File: config.mk
export PLATFORM = sky130hd
export DESIGN_NAME = word_multiply_rotate_hash64
export DESIGN_NICKNAME = d
export VERILOG_FILES = /design/src/sv/mrh_pkg.sv /design/src/sv/mrh_front.sv /design/src/sv/mrh_queue.sv /design/src/sv/mrh_back.sv /design/src/sv/word_multiply_rotate_hash64.sv
export SDC_FILE = /design/constraint.sdc
export NUM_CORES = 2
export LEC_CHECK = 0
export BUFFER_PORTS_ARGS = -buffer_cell sky130_fd_sc_hd__buf_2
export CELL_PAD_IN_SITES_DETAIL_PLACEMENT = 0
export CELL_PAD_IN_SITES_GLOBAL_PLACEMENT = 1
export CORE_UTILIZATION = 52
export DETAILED_ROUTE_END_ITERATION = 16
export PLACE_DENSITY_LB_ADDON = 0.1
export SYNTH_ARGS = -nofsm -noshare
export SYNTH_HDL_FRONTEND = slang
export SYNTH_SLANG_ARGS = --single-unit
File: constraint.sdc
create_clock -name clk -period 10.4 [get_ports clk]
set_clock_uncertainty 0.1 [all_clocks]
set_input_delay 1.04 -clock clk [delete_from_list [all_inputs] [get_ports clk]]
set_output_delay 1.04 -clock clk [all_outputs]
set_load 0.005 [all_outputs]
File: src/sv/mrh_pkg.sv
package mrh_pkg;

  localparam int unsigned DATA_W     = 64;
  localparam int unsigned TAIL_W     = 4;
  localparam int unsigned S_TDATA_W  = 72;
  localparam int unsigned ROT_LEFT   = 31;
  localparam int unsigned FMIX_SHIFT = 33;

  localparam logic [DATA_W-1:0] HASH_SEED = 64'h1656679197377081;
  localparam logic [DATA_W-1:0] MIX_PRIME = 64'h9E3779B97F4A7C15;
  localparam logic [DATA_W-1:0] FMIX_C1   = 64'hFF51AFD7ED558CCD;
  localparam logic [DATA_W-1:0] FMIX_C2   = 64'hC4CEB9FE1A85EC53;

  localparam logic [TAIL_W-1:0] FULL_TAIL = 4'd8;

  localparam int unsigned QUEUE_DEPTH_DEFAULT = 4;

  // One classified word on its way from the front to the back.
  typedef struct packed {
    logic [DATA_W-1:0] word;    // tail bytes already masked
    logic [TAIL_W-1:0] tail;    // bytes counted into the length (8 unless last)
    logic              absorb;  // full word: multiply and rotate
    logic              last;    // finalise after this word
  } mrh_entry_t;

endpackage

File: src/sv/mrh_front.sv
module mrh_front
  import mrh_pkg::*;
(
  input  logic                 s_tvalid,
  output logic                 s_tready,
  input  logic [S_TDATA_W-1:0] s_tdata,
  input  logic                 s_tlast,
  input  logic                 q_full,
  output logic                 q_push,
  output mrh_entry_t           q_entry
);

  logic [TAIL_W-1:0] tail_in;
  logic [TAIL_W-1:0] tail_sat;
  logic [TAIL_W-1:0] tail_eff;
  logic              absorb;
  logic [DATA_W-1:0] mask;

  assign tail_in  = s_tdata[DATA_W +: TAIL_W];
  assign tail_sat = (tail_in > FULL_TAIL) ? FULL_TAIL : tail_in;
  // A word that is not the last always counts as eight bytes.
  assign tail_eff = s_tlast ? tail_sat : FULL_TAIL;
  assign absorb   = (tail_eff == FULL_TAIL);

  always_comb begin
    for (int i = 0; i < DATA_W / 8; i++) begin
      mask[i*8 +: 8] = (absorb || (TAIL_W'(i) < tail_eff)) ? 8'hFF : 8'h00;
    end
  end

  assign s_tready       = !q_full;
  assign q_push         = s_tvalid && !q_full;
  assign q_entry.word   = s_tdata[DATA_W-1:0] & mask;
  assign q_entry.tail   = tail_eff;
  assign q_entry.absorb = absorb;
  assign q_entry.last   = s_tlast;

endmodule

File: src/sv/mrh_queue.sv
module mrh_queue
  import mrh_pkg::*;
#(
  parameter int unsigned DEPTH = QUEUE_DEPTH_DEFAULT
) (
  input  logic       clk,
  input  logic       rst,
  input  logic       push,
  input  mrh_entry_t push_entry,
  output logic       full,
  input  logic       pop,
  output mrh_entry_t pop_entry,
  output logic       empty
);

  localparam int unsigned PTR_W = (DEPTH > 1) ? $clog2(DEPTH) : 1;
  localparam int unsigned CNT_W = $clog2(DEPTH + 1);
  localparam logic [PTR_W-1:0] LAST_PTR = PTR_W'(DEPTH - 1);

  mrh_entry_t       slots [DEPTH];
  logic [PTR_W-1:0] wr_ptr;
  logic [PTR_W-1:0] rd_ptr;
  logic [CNT_W-1:0] count;

  assign full      = (count == CNT_W'(DEPTH));
  assign empty     = (count == '0);
  assign pop_entry = slots[rd_ptr];

  always_ff @(posedge clk) begin
    if (push) begin
      slots[wr_ptr] <= push_entry;
    end
  end

  always_ff @(posedge clk) begin
    if (rst) begin
      wr_ptr <= '0;
      rd_ptr <= '0;
      count  <= '0;
    end else begin
      if (push) begin
        wr_ptr <= (wr_ptr == LAST_PTR) ? '0 : wr_ptr + 1'b1;
      end
      if (pop) begin
        rd_ptr <= (rd_ptr == LAST_PTR) ? '0 : rd_ptr + 1'b1;
      end
      if (push && !pop) begin
        count <= count + 1'b1;
      end else if (pop && !push) begin
        count <= count - 1'b1;
      end
    end
  end

  a_count_bound: assert property (@(posedge clk) disable iff (rst)
    count <= CNT_W'(DEPTH))
    else $error("queue count beyond depth");

  a_no_overflow: assert property (@(posedge clk) disable iff (rst)
    full |-> !push)
    else $error("push into a full queue");

endmodule

File: src/sv/mrh_back.sv
module mrh_back
  import mrh_pkg::*;
(
  input  logic              clk,
  input  logic              rst,
  input  logic              q_empty,
  input  mrh_entry_t        q_entry,
  output logic              q_pop,
  output logic              m_tvalid,
  input  logic              m_tready,
  output logic [DATA_W-1:0] m_tdata
);

  localparam logic [1:0] S_IDLE = 2'd0;
  localparam logic [1:0] S_MUL  = 2'd1;
  localparam logic [1:0] S_FIN  = 2'd2;

  localparam logic [1:0] PASS_ABS = 2'd0;
  localparam logic [1:0] PASS_F1  = 2'd1;
  localparam logic [1:0] PASS_F2  = 2'd2;

  localparam logic [1:0] STEP_LAST = 2'd3;

  function automatic logic [DATA_W-1:0] shift_xor(input logic [DATA_W-1:0] x);
    shift_xor = x ^ (x >> FMIX_SHIFT);
  endfunction

  function automatic logic [DATA_W-1:0] rotl(input logic [DATA_W-1:0] x);
    rotl = (x << ROT_LEFT) | (x >> (DATA_W - ROT_LEFT));
  endfunction

  logic [1:0]        state;
  logic [1:0]        step;
  logic [1:0]        pass;
  logic              ent_last;
  logic [DATA_W-1:0] opnd;
  logic [DATA_W-1:0] prod;
  logic [DATA_W-1:0] sum;
  logic [DATA_W-1:0] acc;
  logic [DATA_W-1:0] len;

  logic [DATA_W-1:0] konst;
  logic [31:0]       mul_a;
  logic [31:0]       mul_b;
  logic [DATA_W-1:0] prod_next;
  logic [DATA_W-1:0] mul_res;
  logic [DATA_W-1:0] len_plus;
  logic [DATA_W-1:0] rot_res;
  logic              out_free;

  always_comb begin
    unique case (pass)
      PASS_ABS: konst = MIX_PRIME;
      PASS_F1:  konst = FMIX_C1;
      default:  konst = FMIX_C2;
    endcase
  end

  // Low half of a 64x64 product from three 32x32 partial products.
  assign mul_a     = (step == 2'd1) ? opnd[63:32] : opnd[31:0];
  assign mul_b     = (step == 2'd2) ? konst[63:32] : konst[31:0];
  assign prod_next = mul_a * mul_b;
  assign mul_res   = {sum[63:32] + prod[31:0], sum[31:0]};
  assign rot_res   = rotl(mul_res);

  assign len_plus = len + DATA_W'(q_entry.tail);
  assign q_pop    = (state == S_IDLE) && !q_empty;
  assign out_free = !m_tvalid || m_tready;

  always_ff @(posedge clk) begin
    if (rst) begin
      state    <= S_IDLE;
      step     <= '0;
      m_tvalid <= 1'b0;
      acc      <= HASH_SEED;
      len      <= '0;
    end else begin
      if (m_tvalid && m_tready && (state != S_FIN)) begin
        m_tvalid <= 1'b0;
      end
      unique case (state)
        S_IDLE: begin
          if (q_pop) begin
            len      <= len_plus;
            ent_last <= q_entry.last;
            step     <= '0;
            state    <= S_MUL;
            if (q_entry.absorb) begin
              opnd <= acc ^ q_entry.word;
              pass <= PASS_ABS;
            end else begin
              opnd <= shift_xor(acc ^ q_entry.word ^ len_plus);
              pass <= PASS_F1;
            end
          end
        end
        S_MUL: begin
          prod <= prod_next;
          step <= step + 1'b1;
          unique case (step)
            2'd0: ;
            2'd1: sum <= prod;
            2'd2: sum[63:32] <= sum[63:32] + prod[31:0];
            default: begin
              unique case (pass)
                PASS_ABS: begin
                  if (ent_last) begin
                    opnd <= shift_xor(rot_res ^ len);
                    pass <= PASS_F1;
                  end else begin
                    acc   <= rot_res;
                    state <= S_IDLE;
                  end
                end
                PASS_F1: begin
                  opnd <= shift_xor(mul_res);
                  pass <= PASS_F2;
                end
                default: begin
                  opnd  <= shift_xor(mul_res);
                  state <= S_FIN;
                end
              endcase
            end
          endcase
        end
        S_FIN: begin
          if (out_free) begin
            m_tvalid <= 1'b1;
            m_tdata  <= opnd;
            acc      <= HASH_SEED;
            len      <= '0;
            state    <= S_IDLE;
          end
        end
        default: state <= S_IDLE;
      endcase
    end
  end

  a_reseed: assert property (@(posedge clk) disable iff (rst)
    (state == S_FIN && out_free) |=> (acc == HASH_SEED && len == '0 && m_tvalid))
    else $error("hash issued without reseeding");

  a_pop_starts: assert property (@(posedge clk) disable iff (rst)
    q_pop |=> (state == S_MUL && step == '0))
    else $error("popped word did not start a multiply");

  a_step_walk: assert property (@(posedge clk) disable iff (rst)
    (state == S_MUL && step != STEP_LAST) |=>
      (state == S_MUL && step == 2'($past(step) + 2'd1)))
    else $error("multiply sequence broken");

endmodule

File: src/sv/word_multiply_rotate_hash64.sv
// Streaming 64-bit multiply-rotate hash with an fmix64 finaliser. A message
// arrives as little-endian 64-bit words on the slave stream, one transaction
// per word, with tlast on the final word and its valid byte count (0 to 8,
// larger values taken as 8) in tdata[67:64]; earlier words always count as
// eight bytes. Each full word is XORed into the accumulator, multiplied by the
// golden-ratio constant and rotated left by 31; a partial final word is XORed
// in lane by lane without a multiply. The byte length is then XORed in, the
// fmix64 finaliser is applied, and one 64-bit hash is sent on the master
// stream, after which the block reseeds for the next message. Words are first
// classified and masked, then wait in a small queue (QUEUE_DEPTH entries) for
// the arithmetic engine, so the input side keeps accepting, until the queue
// fills, while the engine is busy or a finished hash waits to be taken. The
// engine has a single 32x32 multiplier and builds each 64-bit product from
// three partial products: a full word takes one multiply pass, a final word
// with 1 to 7 bytes (or none) two and a final full word three, and a finished
// hash also waits in the engine until the output register is free.
module word_multiply_rotate_hash64
  import mrh_pkg::*;
#(
  parameter int unsigned QUEUE_DEPTH = QUEUE_DEPTH_DEFAULT
) (
  input  logic                 clk,
  input  logic                 rst,
  input  logic                 s_tvalid,
  output logic                 s_tready,
  // data_word [63:0], tail_bytes [67:64], zero [71:68]
  input  logic [S_TDATA_W-1:0] s_tdata,
  input  logic                 s_tlast,
  output logic                 m_tvalid,
  input  logic                 m_tready,
  // hash_value [63:0]
  output logic [DATA_W-1:0]    m_tdata
);

  // Classified words between the front end and the arithmetic engine.
  mrh_entry_t push_entry;
  mrh_entry_t pop_entry;
  logic       q_push;
  logic       q_pop;
  logic       q_full;
  logic       q_empty;

  mrh_front u_front (
    .s_tvalid (s_tvalid),
    .s_tready (s_tready),
    .s_tdata  (s_tdata),
    .s_tlast  (s_tlast),
    .q_full   (q_full),
    .q_push   (q_push),
    .q_entry  (push_entry)
  );

  mrh_queue #(
    .DEPTH (QUEUE_DEPTH)
  ) u_queue (
    .clk        (clk),
    .rst        (rst),
    .push       (q_push),
    .push_entry (push_entry),
    .full       (q_full),
    .pop        (q_pop),
    .pop_entry  (pop_entry),
    .empty      (q_empty)
  );

  // The engine owns the accumulator, the byte count and the output register.
  mrh_back u_back (
    .clk      (clk),
    .rst      (rst),
    .q_empty  (q_empty),
    .q_entry  (pop_entry),
    .q_pop    (q_pop),
    .m_tvalid (m_tvalid),
    .m_tready (m_tready),
    .m_tdata  (m_tdata)
  );

endmodule
### Yosys cells after proc, flatten, opt, wreduce, memory -nomap -nowiden

Memory sizes are Yosys's and may differ from the RTL's. A register that Yosys moved wholly into a read port is not among the register bits.
Index checks and enable logic that the tools add are counted.

| word-level totals | value |
|---|---|
| flip-flop bits (word level) | 399 |
| latch bits | 0 |
| RAM bits | 280 |
| bits in read-only memories | 0 |
| logic and storage cells | 155 |
| memories kept | 1 |

| operators by class | value |
|---|---|
| add/sub/neg operators | 7 |
| $mul | 1 |
| div/mod/pow operators | 0 |
| order comparisons | 9 |
| equality and inequality tests | 19 |
| shifts and indexed selects | 0 |
| muxes and demuxes | 53 |
| bitwise logic cells | 9 |
| reduce and logical (&&, ||, !) cells | 41 |

Memory list:

| memory | depth | bits a word | read ports | clocked after memory_dff | wr ports | line | text |
|---|---|---|---|---|---|---|---|
| u_queue.slots | 4 | 70 | 1 | 1 | 1 | mrh_queue.sv:20 | `mrh_entry_t slots [DEPTH];` |

Operators with widths:

| cell | number |
|---|---|
| 64-bit two-way mux | 11 |
| 64-bit case mux with 2 select lines | 3 |
| 64-bit by 31-bit XOR with 64-bit output | 3 |
| 64-bit XOR | 3 |
| 63-bit case mux with 2 select lines | 1 |
| 64-bit by 4-bit adder with 64-bit output | 1 |
| 64-bit AND | 1 |
| 32-bit by 32-bit multiplier with 64-bit output | 1 |
| 32-bit two-way mux | 2 |
| 8-bit two-way mux | 8 |
| 64-bit by 31-bit OR with 64-bit output | 1 |
| 32-bit case mux with 2 select lines | 1 |
| 32-bit adder | 1 |
| 2-bit two-way mux | 12 |
| 3-bit by 4-bit < comparator with 1-bit output (first input constant) | 4 |
| 2-bit case mux with 2 select lines | 4 |
| 3-bit AND reduction | 5 |
| 5-bit AND reduction | 3 |
| 2-bit inequality test (second input constant) | 5 |
| 2-bit nonzero test | 5 |
| 1-bit logical OR | 9 |
| 2-bit equality test (second input constant) | 4 |
| 1-bit by 4-bit < comparator with 1-bit output (first input constant) | 2 |
| 2-bit by 4-bit < comparator with 1-bit output (first input constant) | 2 |
| other kinds (23) | 47 |

### Depth between registers and ports, before layout

| depth | value |
|---|---|
| depth after elaboration | 8 |
| mapped depth | 36 |
| mapped depth without buffers | 32 |

### Modules after synthesis

Synthesis repeated with hierarchy kept, for this count alone.

| unflattened totals | value |
|---|---|
| cell total of the unflattened synthesis | 6,044 |
| area, all modules | 63,444.6 um2 |

Modules (own cells, without submodules):

| module | times used | cells an instance | area an instance (um2) | seq. area each (um2) |
|---|---|---|---|---|
| mrh_back | 1 | 5,548 | 52,211.3 | 10,440.0 |
| mrh_queue | 1 | 410 | 10,615.2 | 8,588.2 |
| mrh_front | 1 | 86 | 618.1 | 0.0 |

### Worst setup path before layout

OpenSTA, ideal clock, no wires.

| path | value |
|---|---|
| path kind | reg-to-reg |
| from | register u_back.step[1] |
| to | register u_back.prod[63], data pin |
| setup time | 265 ps |
| data arrival time | 8,834 ps |
| slack | 1,201 ps |
| stages on the path, launching flop included | 33 |
| clock period less this slack | 9,199 ps |
| cell sequence | dfxtp_1 inv_1 ha_1 clkbuf_1 buf_1 buf_1 mux2i_1 inv_1 clkbuf_1 nand3_1 inv_1 fa_1 fa_1 fa_1 inv_1 fa_1 inv_1 fa_1 inv_1 fa_1 inv_1 fa_1 fa_1 ha_1 nand4_1 or4_1 or3_1 a311oi_1 o31ai_1 o211ai_1 a31oi_1 o21ai_0 xor2_1 |

| between the ends | value |
|---|---|
| longest elaborated chain between the ends | 3 |
| elaborated cells between the ends (all ways) | 5 |

Ends and longest elaborated chain:

| item | line | text |
|---|---|---|
| start, declared | mrh_back.sv:33 | `logic [1:0] step;` |
| start signal, assigned | mrh_back.sv:99 | `step <= step + 1'b1;` |
| 2-bit by 1-bit equality test with 1-bit output or 2-bit equality test (tied branches) | mrh_back.sv:60, mrh_back.sv:61 |  |
| 32-bit two-way mux, on equally long branches | mrh_back.sv:60, mrh_back.sv:61 |  |
| 32-bit by 32-bit multiplier with 64-bit output * | mrh_back.sv:62 | `assign prod_next = mul_a * mul_b;` |
| via u_back.prod_next[63] | mrh_back.sv:45 | `logic [DATA_W-1:0] prod_next;` |
| end signal, assigned | mrh_back.sv:98 | `prod <= prod_next;` |
| end, declared | mrh_back.sv:37 | `logic [DATA_W-1:0] prod;` |

Mark *: on every way through the listed nets, which the timed path passes. The rest lies on a longest branch.
A chain may end at the register's enable or synchronous reset.

### Worst setup path after layout

| path | value |
|---|---|
| from | register u_back.step[1] |
| to | register u_back.prod[60], data pin |

The elaborated chain is that of the path after synthesis.

==> run summary <==
==================================================================================================
Longest Clk Path Bufs                                                                            3
Endpoint arrival time on the critical path                                                10.38 ns
Number of distinct standard cells referenced by the synthesized netlist                         86
Type of origin of the critical path                                                       register
Met3 Resource Use GR                                                                        7.465%
Die extent in y                                                                       350.1 microns
Post-route fraction of the period consumed by the critical path                             97.02%
Most area-hungry cell type in the Yosys netlist                                               fa_1
Num CTS Buffers                                                                                 60
Most frequent cell on the critical path                                                       fa_1
Transition time at the pin with the least slew margin                                     1.129 ns
Total inserted antenna cells                                                                     0
Total number of clock tree sinks                                                               681
Synthesized-area fraction occupied by xor and xnor cells                                    6.262%
Largest net degree at the start of global routing                                               81
Synthesized instance count                                                                    5985
Layout Nets                                                                                   7350
Clock transition time at the flip-flop clock pins of the worst setup and hold paths        0.07 ns
Unrepaired setup endpoints after global routing                                              false
Average detailed-routed wire length per instance                                      27.57 microns
Top-area cell type share of the netlist area                                                27.89%
Congestion Overflow GR                                                                           0
Crit. End Element                                                                         register
Final GP Congestion                                                                         0.9700
Mux cell area share after synthesis                                                         3.740%
Syn avg cell area                                                                      10.53 sq um
Peak fanout along the critical path                                                             13
Remaining DRCs                                                                                   0
Largest family of logic cells by synthesized area                                      adder cells
Max-cap violations                                                                               0
Post-Synthesis Net Count                                                                      7269
GRT Overall Usage                                                                           35.39%
Part of the Yosys area used for sequential elements                                         30.19%
Clk_lat worst skew                                                                         0.66 ns
Half-perimeter wire length of the detailed placement result                           173600 microns
Number of DRC markers in iteration 0                                                          5123
Die W                                                                                 350.1 microns
Master cell of the clock root buffer                                                     clkbuf_16
Simple-gate share of the synthesized area                                                   11.25%
Number of nets with antenna violations after detailed routing                                    0
Class of the most critical setup path                                                 register to register
Wire length of the first global-routing pass                                          308400 microns
Proportion of layout cells with a drive suffix above 1                                      9.531%
Met1 Usage GRT                                                                              53.68%
Highest clock rate                                                                       99.11 MHz
Layout-stage area growth over the synthesis result                                          7.983%
Most used flip-flop cell after synthesis                                                  edfxtp_1
TritonCTS clock tree                                                                          done
Biggest cell delay along the critical path                                                 0.91 ns
Final slew viol count                                                                            0
Worst relative slew slack                                                                   24.15%
Area of the mapped netlist                                                             63020 sq um
Ranking of synthesized cells by area                                                  fa_1 28%, edfxtp_1 26%, ha_1 6.5%, inv_1 5.6%, dfxtp_1 4.5%
Number of resized instances in the post-cts repair step                                          0
Total Neg Setup Slack                                                                         0 ns
Number of flip-flops and latches in the synthesized netlist                                    681
Post-synth top cells                                                                  948 x inv_1, 878 x fa_1, 651 x nor2_1
Worst-path cell with the longest stage delay                                               o31ai_1
First-pass DRT Iterations                                                                        6
Number of top-level design ports                                                               143
Most common cell in the synthesized netlist                                                  inv_1
Met2 usage                                                                                  50.72%
Peak-usage layer in the global routing report                                                 met1
Number of global-route vias before repair                                                    44480
Final period demand of the worst path                                                     10.09 ns
Fraction of the mapped netlist area in compound gates                                       6.369%
Total via count in the routed design                                                         44990
Number of buffers added on ports                                                               138
Count of final hold-check violations                                                             0
Die area                                                                              122600 sq um
Total setup buffers inserted after CTS                                                           0
Post-cts hold buffer count                                                                       0
Classification of the worst-slack hold path                                           register to register
H-tree depth                                                                                     2
Worst path required time                                                                  10.69 ns
Number of enable-type register cells in the synthesized netlist                                539
Routed wire length                                                                    213100 microns
Adder and majority gate portion of the synthesized area                                     34.42%
Number of antenna violations at the first check in global routing                               19
Core footprint                                                                        120000 sq um
Warnings, synthesis                                                                              0
Total number of placement rows                                                                 127
Status                                                                                finished clean
Initial cell density of the core                                                            52.53%
Post-synth ARST share                                                                           0%
Final setup violation count                                                                      0
Detailed-route vias per instance                                                             5.821
==================================================================================================
==> final timing paths <==
check                                                 start                     endpoint  slack (ns)  cells after the start
worst min-delay path               u_back.opnd[2]$_DFFE_PP_  u_back.m_tdata[2]$_DFFE_PP_        0.35                      0
worst max register to register  u_back.step[1]$_SDFFE_PP0P_    u_back.prod[60]$_DFFE_PP_        0.31                     28
worst min register to register     u_back.opnd[2]$_DFFE_PP_  u_back.m_tdata[2]$_DFFE_PP_        0.35                      0
worst max-delay path            u_back.step[1]$_SDFFE_PP0P_    u_back.prod[60]$_DFFE_PP_        0.31                     28
==> routing by layer <==
| layer | wire (microns) | part of all wire [%] | vias to the layer above |
|---|---|---|---|
| met5 | 27 | 0.013 | - |
| met4 | 7475 | 3.5 | 4 |
| met3 | 22020 | 10 | 313 |
| met2 | 90230 | 42 | 2159 |
| met1 | 93370 | 44 | 23020 |
| li1 | - | - | 19490 |
==> cell type report <==
type | count | area (sq um)
Clock buffer | 92 | 1703
Timing Repair Buffer | 320 | 2147
Tap cell | 1612 | 2017
Inverter | 962 | 3612
Fill cell | 10510 | 51920
Sequential cell | 681 | 19040
Multi-Input combinational cell | 4041 | 39270
Clock inverter | 21 | 262.8
==> placed cells by master (no fill, tap or decap), types with 19 or more instances in the layout <==
| master | instances |
|---|---|
| clkbuf_1 | 25 |
| clkbuf_16 | 61 |
| a31oi_1 | 19 |
| o211ai_1 | 27 |
| ha_1 | 327 |
| mux2_2 | 37 |
| xnor2_1 | 288 |
| nand2b_1 | 26 |
| buf_2 | 137 |
| a21o_1 | 47 |
| xor2_1 | 160 |
| fa_1 | 878 |
| buf_4 | 176 |
| nor4_1 | 19 |
| a22oi_1 | 29 |
| o22ai_1 | 25 |
| mux2i_1 | 33 |
| nand2_1 | 459 |
| inv_1 | 947 |
| a21oi_1 | 188 |
| and2_1 | 83 |
| nand4_1 | 33 |
| o21bai_1 | 38 |
| nor2_1 | 644 |
| mux4_2 | 69 |
| nor2b_1 | 34 |
| and3_1 | 21 |
| o21ai_0 | 168 |
| edfxtp_1 | 539 |
| dfxtp_1 | 140 |
| nor3_1 | 74 |
| nand3_1 | 120 |
==> metrics by stage <==
step / hold slack (ns) / utilization, % / worst slack (ns) / cells / instance area, sq um
detailed placement: 0.3348 / 55.08 / 0.5754 / 7616 / 66090
floorplan: 0.3204 / - / 1.201 / 5985 / 63020
global route: 0.3600 / 56.72 / 0.1393 / 7729 / 68050
finish: 0.3486 / 56.72 / 0.3103 / 7729 / 68050
CTS: 0.3489 / 56.72 / 0.5364 / 7729 / 68050
global placement: 0.3318 / 55.08 / 0.6182 / 7616 / 66090
==> logic make-up after synthesis <==
family | count (synthesis)
AOI/OAI and AO/OA | 649
DFF | 681
adders and majority gates | 1207
and+or+nand+nor | 1593
muxes | 143
xor gates and xnor gates | 449
buffers and inverters | 1263
==> flip-flops by register name, summed over array words and instances, names as in the netlist, named ones only <==
name / count
u_back.prod: 64
u_back.ent_last: 1
u_back.m_tdata: 64
u_back.acc: 64
u_back.opnd: 64
u_queue.rd_ptr: 2
u_queue.count: 3
u_back.state: 2
u_back.len: 64
u_back.m_tvalid: 1
u_back.sum: 64
u_queue.slots: 280
u_back.pass: 2
u_queue.wr_ptr: 2
u_back.step: 2
==> critical path: cells and delay by family (launching register included) <==
kind / cells / cell delay, ns
compound gates: 5 / 2.46
xor+xnor: 1 / 0.09
fa+ha+maj: 10 / 5.08
buf+inv: 8 / 1.02
flops: 1 / 0.38
mux: 1 / 0.26
simple gates: 3 / 0.39
Power is left out: the tool's default activity adds up to more than one toggle a clock period on the data nets, which glitch-free logic cannot reach.
